File: src/version_marker_scanner_unit_assert.svh
// assertion macros for the version marker scanner unit
// expects clk and arst_n in the scope where a macro is used
`ifndef VERSION_MARKER_SCANNER_UNIT_ASSERT_SVH
`define VERSION_MARKER_SCANNER_UNIT_ASSERT_SVH

// same-cycle implication, checked outside reset
`define VMS_ASSERT_NOW(lbl, ante, cons, msg) \
	lbl: assert property (@(posedge clk) disable iff (!arst_n) (ante) |-> (cons)) \
		else $error(msg);

// next-cycle implication, checked outside reset
`define VMS_ASSERT_NEXT(lbl, ante, cons, msg) \
	lbl: assert property (@(posedge clk) disable iff (!arst_n) (ante) |=> (cons)) \
		else $error(msg);

`endif

File: src/vms_pkg.sv
// shared types, constants and byte classifiers for the version marker scanner
// no dependencies
package vms_pkg;

	// result record kinds
	localparam logic [1:0] KIND_START = 2'd0;
	localparam logic [1:0] KIND_TEXT  = 2'd1;
	localparam logic [1:0] KIND_END   = 2'd2;

	localparam int MAX_RESULTS     = 4;
	localparam int QUEUE_DEPTH_DEF = 2;

	// bytes the scanner looks for
	localparam logic [7:0] CH_AT     = 8'h40;
	localparam logic [7:0] CH_LPAREN = 8'h28;
	localparam logic [7:0] CH_HASH   = 8'h23;
	localparam logic [7:0] CH_RPAREN = 8'h29;
	localparam logic [7:0] CH_PCT    = 8'h25;
	localparam logic [7:0] CH_QUOTE  = 8'h22;
	localparam logic [7:0] CH_BSLASH = 8'h5C;
	localparam logic [7:0] CH_GT     = 8'h3E;
	localparam logic [7:0] CH_NL     = 8'h0A;
	localparam logic [7:0] CH_UPPER_A = 8'h41;
	localparam logic [7:0] CH_UPPER_Z = 8'h5A;

	typedef enum logic [7:0] {
		ST_IDLE     = 8'b0000_0001,
		ST_AT       = 8'b0000_0010,
		ST_AT_PAREN = 8'b0000_0100,
		ST_AT_HASH  = 8'b0000_1000,
		ST_PCT      = 8'b0001_0000,
		ST_PCT_LET  = 8'b0010_0000,
		ST_ENTRY    = 8'b0100_0000,
		ST_OWED_END = 8'b1000_0000
	} scan_state_t;

	typedef struct packed {
		logic [7:0] in_byte;
		logic       end_of_file;
	} in_item_t;

	typedef struct packed {
		logic [1:0] record_kind;
		logic [7:0] out_byte;
		logic       last_of_run;
	} out_item_t;

	typedef struct packed {
		logic [1:0] kind;
		logic [7:0] data;
	} rec_t;

	// all results caused by one input item
	typedef struct packed {
		logic [2:0]                   cnt;
		rec_t [MAX_RESULTS-1:0]       recs;
	} cmd_t;

	function automatic scan_state_t from_idle(logic [7:0] b, logic strict);
		scan_state_t s;
		s = ST_IDLE;
		if (b == CH_AT) s = ST_AT;
		else if (b == CH_PCT && !strict) s = ST_PCT;
		return s;
	endfunction

	function automatic logic is_text_byte(logic [7:0] b);
		logic t;
		t = ((b >= 8'h20) && (b <= 8'h7E)) || ((b >= 8'h09) && (b <= 8'h0D));
		if (b == CH_QUOTE || b == CH_BSLASH || b == CH_GT || b == CH_NL) t = 1'b0;
		return t;
	endfunction

endpackage

File: src/vms_front.sv
// front part: scan state machine, classifies each byte into a result command
// depends on vms_pkg
module vms_front (
	input  logic            clk,
	input  logic            arst_n,
	input  logic            cfg_valid,
	input  logic            cfg_data,
	input  logic            in_valid,
	input  vms_pkg::in_item_t in_item,
	input  logic            q_full,
	output logic            push,
	output vms_pkg::cmd_t   push_cmd
);
	import vms_pkg::*;

	scan_state_t state_q;
	scan_state_t st_v;
	scan_state_t nxt;
	logic [7:0]  held_q;
	logic [7:0]  held_d;
	logic        strict_q;
	logic        accept;
	logic [7:0]  b;
	cmd_t        cmd;

	assign b      = in_item.in_byte;
	assign accept = in_valid && !q_full;

	always_comb begin
		st_v   = state_q;
		nxt    = state_q;
		held_d = held_q;
		cmd    = '0;
		// owed entry end goes out first, then byte is seen from idle
		if (st_v == ST_OWED_END) begin
			cmd.recs[cmd.cnt[1:0]] = '{kind: KIND_END, data: 8'h00};
			cmd.cnt = cmd.cnt + 3'd1;
			st_v = ST_IDLE;
		end
		case (st_v)
			ST_AT: begin
				nxt = (b == CH_LPAREN) ? ST_AT_PAREN : from_idle(b, strict_q);
			end
			ST_AT_PAREN: begin
				nxt = (b == CH_HASH) ? ST_AT_HASH : from_idle(b, strict_q);
			end
			ST_AT_HASH: begin
				if (b == CH_RPAREN) begin
					cmd.recs[cmd.cnt[1:0]] = '{kind: KIND_START, data: 8'h00};
					cmd.cnt = cmd.cnt + 3'd1;
					nxt = ST_ENTRY;
				end else begin
					nxt = from_idle(b, strict_q);
				end
			end
			ST_PCT: begin
				if (b >= CH_UPPER_A && b <= CH_UPPER_Z) begin
					held_d = b;
					nxt = ST_PCT_LET;
				end else begin
					nxt = from_idle(b, strict_q);
				end
			end
			ST_PCT_LET: begin
				if (b == CH_PCT) begin
					// state was not owed, so the four slots are free
					cmd.recs[0] = '{kind: KIND_START, data: 8'h00};
					cmd.recs[1] = '{kind: KIND_TEXT, data: CH_PCT};
					cmd.recs[2] = '{kind: KIND_TEXT, data: held_q};
					cmd.recs[3] = '{kind: KIND_TEXT, data: CH_PCT};
					cmd.cnt = 3'd4;
					nxt = ST_ENTRY;
				end else begin
					nxt = from_idle(b, strict_q);
				end
			end
			ST_ENTRY: begin
				if (is_text_byte(b)) begin
					cmd.recs[cmd.cnt[1:0]] = '{kind: KIND_TEXT, data: b};
				end else begin
					cmd.recs[cmd.cnt[1:0]] = '{kind: KIND_END, data: 8'h00};
					nxt = ST_IDLE;
				end
				cmd.cnt = cmd.cnt + 3'd1;
			end
			default: begin
				nxt = from_idle(b, strict_q);
			end
		endcase
		if (in_item.end_of_file) begin
			if (nxt == ST_ENTRY) begin
				if (cmd.cnt < 3'd4) begin
					cmd.recs[cmd.cnt[1:0]] = '{kind: KIND_END, data: 8'h00};
					cmd.cnt = cmd.cnt + 3'd1;
					nxt = ST_IDLE;
				end else begin
					nxt = ST_OWED_END;
				end
			end else begin
				nxt = ST_IDLE;
			end
		end
	end

	assign push     = accept && (cmd.cnt != 3'd0);
	assign push_cmd = cmd;

	always_ff @(posedge clk or negedge arst_n) begin
		if (!arst_n) begin
			state_q  <= ST_IDLE;
			held_q   <= 8'h00;
			strict_q <= 1'b0;
		end else begin
			if (cfg_valid) strict_q <= cfg_data;
			if (accept) begin
				state_q <= nxt;
				held_q  <= held_d;
			end
		end
	end

endmodule

File: src/vms_queue.sv
// command queue between front and back parts, register based
// depends on vms_pkg and the assertion macro header
`include "version_marker_scanner_unit_assert.svh"

module vms_queue #(
	parameter int DEPTH = vms_pkg::QUEUE_DEPTH_DEF
) (
	input  logic          clk,
	input  logic          arst_n,
	input  logic          push,
	input  vms_pkg::cmd_t push_cmd,
	input  logic          pop,
	output logic          full,
	output logic          empty,
	output vms_pkg::cmd_t head
);
	import vms_pkg::*;

	localparam int PW = (DEPTH > 1) ? $clog2(DEPTH) : 1;
	localparam int CW = $clog2(DEPTH + 1);

	cmd_t            mem_q [DEPTH];
	logic [PW-1:0]   wr_ptr_q;
	logic [PW-1:0]   rd_ptr_q;
	logic [CW-1:0]   cnt_q;

	assign full  = (cnt_q == CW'(DEPTH));
	assign empty = (cnt_q == '0);
	assign head  = mem_q[rd_ptr_q];

	always_ff @(posedge clk) begin
		if (push) mem_q[wr_ptr_q] <= push_cmd;
	end

	always_ff @(posedge clk or negedge arst_n) begin
		if (!arst_n) begin
			wr_ptr_q <= '0;
			rd_ptr_q <= '0;
			cnt_q    <= '0;
		end else begin
			if (push) begin
				wr_ptr_q <= (wr_ptr_q == PW'(DEPTH - 1)) ? '0 : wr_ptr_q + 1'b1;
			end
			if (pop) begin
				rd_ptr_q <= (rd_ptr_q == PW'(DEPTH - 1)) ? '0 : rd_ptr_q + 1'b1;
			end
			if (push && !pop) cnt_q <= cnt_q + 1'b1;
			else if (pop && !push) cnt_q <= cnt_q - 1'b1;
		end
	end

	`VMS_ASSERT_NOW(a_no_push_full, full, !push, "push into full queue")
	`VMS_ASSERT_NOW(a_no_pop_empty, empty, !pop, "pop from empty queue")
	`VMS_ASSERT_NOW(a_cnt_range, 1'b1, cnt_q <= CW'(DEPTH), "queue count out of range")
	`VMS_ASSERT_NOW(a_push_nonempty, push, push_cmd.cnt != 3'd0, "empty command queued")

endmodule

File: src/vms_back.sv
// back part: one head result per unstalled cycle into the output register
// depends on vms_pkg
module vms_back (
	input  logic               clk,
	input  logic               arst_n,
	input  logic               empty,
	input  vms_pkg::cmd_t      head,
	output logic               pop,
	output logic               out_valid,
	input  logic               out_stall,
	output vms_pkg::out_item_t out_item
);
	import vms_pkg::*;

	logic [1:0] idx_q;
	logic       out_valid_q;
	out_item_t  out_q;
	logic       load;
	logic       last;
	rec_t       rec;

	assign load = !empty && (!out_valid_q || !out_stall);
	assign rec  = head.recs[idx_q];
	assign last = ({1'b0, idx_q} == (head.cnt - 3'd1));
	assign pop  = load && last;

	always_ff @(posedge clk) begin
		if (load) begin
			out_q.record_kind <= rec.kind;
			out_q.out_byte    <= rec.data;
			out_q.last_of_run <= last;
		end
	end

	always_ff @(posedge clk or negedge arst_n) begin
		if (!arst_n) begin
			idx_q       <= '0;
			out_valid_q <= 1'b0;
		end else begin
			if (load) begin
				out_valid_q <= 1'b1;
				idx_q       <= last ? 2'd0 : idx_q + 2'd1;
			end else if (!out_stall) begin
				out_valid_q <= 1'b0;
			end
		end
	end

	assign out_valid = out_valid_q;
	assign out_item  = out_q;

endmodule

File: src/version_marker_scanner_unit.sv
// top level of the version marker scanner: front scanner, command queue, back emitter
// depends on vms_pkg, vms_front, vms_queue, vms_back
//
// usage
// - input channel: one file byte per item (in_item.in_byte) with an end of file flag,
//   taken at a clock edge with in_valid high and in_stall low
// - output channel: result records (entry start, text byte, entry end) with
//   last_of_run marking the final record caused by one input byte; taken at a
//   clock edge with out_valid high and out_stall low
// - config channel: cfg_data is the strict mode bit, written whenever cfg_valid
//   is high (cfg_ready is tied high); write it only while the block is idle
// - a byte's records are written into the command queue as the byte is taken,
//   then walked one by one into the output register
// - throughput: one byte per cycle while bytes cause at most one record each and the
//   receiver does not stall; a byte that causes n records holds the emitter until
//   all n are out, the queue of QUEUE_DEPTH commands absorbs bursts, then in_stall rises
// - bytes that cause no record never enter the queue
// - a stalled receiver freezes the output register; the scanner keeps taking
//   bytes until the queue is full
// - reset clears scan state, strict mode, queue and output valid; no clearing pass
module version_marker_scanner_unit #(
	parameter int QUEUE_DEPTH = vms_pkg::QUEUE_DEPTH_DEF
) (
	input  logic               clk,
	input  logic               arst_n,
	input  logic               cfg_valid,
	output logic               cfg_ready,
	input  logic               cfg_data,
	input  logic               in_valid,
	output logic               in_stall,
	input  vms_pkg::in_item_t  in_item,
	output logic               out_valid,
	input  logic               out_stall,
	output vms_pkg::out_item_t out_item
);
	import vms_pkg::*;

	// front to queue
	logic  push;
	cmd_t  push_cmd;
	logic  q_full;
	// queue to back
	logic  q_empty;
	cmd_t  q_head;
	logic  pop;

	// config writes are always accepted
	assign cfg_ready = 1'b1;
	// scanner stalls only when the queue has no room
	assign in_stall  = q_full;

	vms_front u_front (
		.clk      (clk),
		.arst_n   (arst_n),
		.cfg_valid(cfg_valid),
		.cfg_data (cfg_data),
		.in_valid (in_valid),
		.in_item  (in_item),
		.q_full   (q_full),
		.push     (push),
		.push_cmd (push_cmd)
	);

	vms_queue #(
		.DEPTH(QUEUE_DEPTH)
	) u_queue (
		.clk     (clk),
		.arst_n  (arst_n),
		.push    (push),
		.push_cmd(push_cmd),
		.pop     (pop),
		.full    (q_full),
		.empty   (q_empty),
		.head    (q_head)
	);

	vms_back u_back (
		.clk      (clk),
		.arst_n   (arst_n),
		.empty    (q_empty),
		.head     (q_head),
		.pop      (pop),
		.out_valid(out_valid),
		.out_stall(out_stall),
		.out_item (out_item)
	);

endmodule

File: config.mk
export PLATFORM = sky130hd
export DESIGN_NAME = version_marker_scanner_unit
export DESIGN_NICKNAME = d
export VERILOG_FILES = /design/src/vms_pkg.sv /design/src/vms_front.sv /design/src/vms_queue.sv /design/src/vms_back.sv /design/src/version_marker_scanner_unit.sv
export VERILOG_INCLUDE_DIRS = /design/src /design/src/src
export SDC_FILE = /design/constraint.sdc
export NUM_CORES = 1
export LEC_CHECK = 0
export BUFFER_PORTS_ARGS = -buffer_cell sky130_fd_sc_hd__clkbuf_2
export CAP_MARGIN = 20
export CORE_MARGIN = 10
export CORE_UTILIZATION = 35
export CTS_CLUSTER_SIZE = 10
export DETAILED_ROUTE_END_ITERATION = 6
export RECOVER_POWER = 25
export SYNTH_ARGS = -nofsm -noshare
export SYNTH_HDL_FRONTEND = slang
export SYNTH_SLANG_ARGS = --single-unit
File: constraint.sdc
create_clock -name clk -period 8.6 [get_ports clk]
set_input_delay 1.72 -clock clk [delete_from_list [all_inputs] [get_ports clk]]
set_output_delay 1.72 -clock clk [all_outputs]
set_load 0.02 [all_outputs]
==> metrics.md <==
| Metric | Value |
|---|---|
| CTS Root Cell | `sky130_fd_sc_hd__clkbuf_16` |
| Total power divided by cell area | `261 nW/µm²` |
| H-Tree Level Count | `3` |
| Worst supply voltage drop on vdd | `0.106 mV` |
| Total congestion overflow | `0` |
| Number of clock sinks seen by CTS | `103` |
| Sort of element at the start of the critical path | `input pin` |
| Chip Height | `137 µm` |
| Number of max-cap violations | `2` |
| Count of antenna diodes in the layout | `0` |
| Fin nets | `412` |
| CTS tree | `done` |
| Static leakage power | `0.00204 µW` |
| Synthesized instance count | `360` |
| Clk pin slew, worst setup/hold paths | `0.07 ns` |
| Placement Setup Slack | `3.39 ns` |
| Minimum hold slack | `0.467 ns` |
| Number of enable-type register cells in the synthesized netlist | `79` |
| Slowest cell on the critical path | `sky130_fd_sc_hd__o21ai_0` |
| Crit-path max FO | `12` |
| Critical Path RT | `8.87 ns` |
| Last weighted congestion value of the routability-driven placer | `0.861` |
| Maximum clock frequency | `207 MHz` |
| Post-layout power | `1420 µW` |
| Commonest non-fill, non-tap cell in the layout | `sky130_fd_sc_hd__edfxtp_1` |
| Minimum period implied by the final worst setup slack | `4.83 ns` |
| Initial antenna violation count | `0` |
| Antenna viol nets, final | `0` |
| Detail-routed via count per cell | `5.06` |
| Proportion of register bits with asynchronous set or reset after synthesis | `23.3%` |
| Count of hold buffers inserted by post-cts repair | `0` |
| Number of hold violations in the final report | `0` |
| Register-to-register path setup slack | `4.42 ns` |
| Number of design-rule violations left by the first detailed-router iteration | `188` |
| R2R Path Start | `u_front.state_q[2]` |
| Starting Density | `35.9%` |
| Violations in the final reports | `max-capacitance violations, max-slew violations` |
| Tightest slew margin relative to the limit | `-3.64%` |
| Number of buffers created by CTS | `9` |
| Final count of negative-setup-slack endpoints | `0` |
| Final core utilization | `40.8%` |
| Most prevalent standard cell on the critical path | `sky130_fd_sc_hd__ha_1` |
| Sequential fraction of the synthesis area | `62.0%` |
| Number of different library cells in the post-synthesis netlist | `61` |
| Worst Reg-to-Reg Cells | `15` |
| Top cells by area in the synthesized netlist | `sky130_fd_sc_hd__edfxtp_1, sky130_fd_sc_hd__dfrtp_1, sky130_fd_sc_hd__mux4_2` |
| Warnings, synthesis | `0` |
| Transition at the pin with the smallest max-transition slack | `1.55 ns` |
| Via count of the first global-routing pass | `2996` |
| Combined area of all synthesized cells | `4790 µm²` |
| Final period utilization | `56.2%` |
| Io pins | `29` |
| Setup Fix Bufs, Post-CTS | `0` |
| Maximum single-stage delay on the critical path | `0.56 ns` |
| Unrepaired setup endpoints after global routing | `false` |
| Aggregate global-route resource usage | `11.0%` |
| Worst Path Arrival | `5.10 ns` |
| Core outline area | `13300 µm²` |
| Post-Syn Area per Cell | `13.3 µm²` |
| Remaining DRCs | `0` |
| Capture point of the critical path | `u_queue.cnt_q[1]` |
| Maximum buffer depth of the clock tree | `2` |
| Flip-flop and latch count after synthesis | `103` |
| Most frequent cells in the layout | `sky130_fd_sc_hd__edfxtp_1, sky130_fd_sc_hd__clkbuf_2, sky130_fd_sc_hd__dfrtp_1, sky130_fd_sc_hd__nor2_1, sky130_fd_sc_hd__nand2_1` |
| PostCTS Resize Cnt | `0` |
| Kind of critical path | `input pin to flop` |
| Area of the die | `18800 µm²` |
| Final slew viol count | `46` |
| Layout cell share with drive strength beyond 1 | `20.0%` |
| Input/output buffers | `27` |
| Worst min-delay path category | `flop to flop` |
| Result of the run | `complete, but fails checks` |
| Crit path capture type | `flop` |
| Yosys top cell area share | `49.5%` |
| Post-synth top area cell | `sky130_fd_sc_hd__edfxtp_1` |
| First-pass GRT wire length | `16.0 mm` |
| Wire per inst | `17.0 µm` |
| Total Neg Setup Slack | `0 ns` |
| Site Rows | `42` |
| Number of search-and-repair iterations in the first detailed-routing pass | `4` |
| Capture point of the worst reg-to-reg path | `u_queue.cnt_q[1]` |
| Post-Route WL | `9.72 mm` |
| Maximum number of pins on one net before global-route repair | `35` |
| Total via count after detailed routing | `2890` |
| Later-pin clock latency in the skew report | `0.35 ns` |
| Layout Area Growth over Synthesis | `13.7%` |
| Setup clock skew after layout | `0.00829 ns` |
| Setup slack after layout | `3.77 ns` |
| DPL Wire Length | `6.69 mm` |
| Most common flop cell mapped by yosys | `sky130_fd_sc_hd__edfxtp_1` |
| Cell-by-cell trace of the critical path | `clkbuf_2 -> nor4_1 -> and3_1 -> ha_1 -> nand3b_1 -> a21oi_1 -> o21ai_0 -> inv_1 -> ha_1 -> nor4_1 -> a221o_1 -> inv_1 -> ha_1 -> xor2_1 -> nor2_1 -> xnor2_1` |
| Launching element of the worst setup path | `in_item[2]` |
| DIE WIDTH | `137 µm` |
[synthesized netlist by cell type (all sizes together) (2+ instances only)]
cell type and count:
xor2 3, or2 2, xnor2 8, nor4b 2
mux2 10, o21ai 14, conb 2, mux4 11
a21oi 8, a221o 2, nand4 2, nand2b 6
dfrtp 23, nand2 20, clkbuf 19, nand4b 2
buf 6, o22ai 6, ha 7, a21o 3
edfxtp 79, nor2 23, nor3 6, o31ai 2
inv 16, and2 19, nor4 7, o221ai 3
nor2b 4, mux2i 12, nand3 3, nor3b 2
or4 2, o211ai 2, and3 4
[cell type report]
| cell class | instances | area [µm²] |
|---|---|---|
| clock inverter | 7 | 98.8 |
| timing repair buffer | 33 | 171 |
| fill | 1255 | 7900 |
| sequential | 103 | 2970 |
| inverter | 16 | 60.1 |
| clock buffer | 9 | 225 |
| multi-input combinational | 227 | 1700 |
| tap | 176 | 220 |
[stage by stage]
step,area [µm²],instances
2_1_floorplan,4830,371
5_1_grt,5450,571
3_5_place_dp,5130,555
6_report,5450,571
4_1_cts,5460,571
3_3_place_gp,5130,555
[worst max-delay path, delay by kind of cell]
kind,cells,cell delay (ns)
adders and majority gates,3,0.74
buffers and inverters,3,0.39
xor gates and xnor gates,2,0.27
AOI/OAI and AO/OA,3,0.93
and+or+nand+nor,5,1.06
[sequential cells by signal, summed over array words and instances (netlist names)]
name,cells
u_front.state_q,8
u_front.strict_q,1
u_back.out_valid,1
u_queue.cnt_q,2
u_back.idx_q,2
u_back.out_item,11
u_front.held_q,8
u_queue.mem_q,68
u_queue.rd_ptr_q,1
u_queue.wr_ptr_q,1
[routing by layer]
layer	up-vias	global-route usage (%)	part of all wire [%]
met5	-	0	0
met4	0	3.10	0.61
met3	6	3.15	5.3
met2	64	17.6	48
met1	1431	14.1	46
li1	1389	-	-
[kinds of logic after synthesis]
family / after synthesis / synth area share (%)
adders and majority gates: 7 / 1.83
other: 2 / 0.157
and+or+nand+nor: 111 / 13.0
xor gates and xnor gates: 11 / 2.01
muxes: 33 / 10.0
DFF: 103 / 62.0
AOI/OAI and AO/OA: 52 / 7.52
buffers and inverters: 41 / 3.45
[power breakdown]
group | switching, µW | leakage, µW | internal (µW)
clock | 195 | 0.000154 | 235
combinational | 191 | 0.000893 | 152
sequential | 51.4 | 0.000991 | 595
total | 438 | 0.00204 | 982
[worst min path at each step]
stage	endpoint	slack [ns]	depth (start not counted)	start
6_report	u_front.held_q[6]	0.47	1	u_front.held_q[6]
5_1_grt	u_front.held_q[6]	0.49	1	u_front.held_q[6]
3_3_place_gp	u_front.held_q[6]	0.45	1	u_front.held_q[6]
4_1_cts	u_front.held_q[6]	0.47	1	u_front.held_q[6]
2_1_floorplan	u_front.held_q[6]	0.43	1	u_front.held_q[6]
3_5_place_dp	u_front.held_q[6]	0.45	1	u_front.held_q[6]
Note: power is estimated with default switching activity, not from simulation.
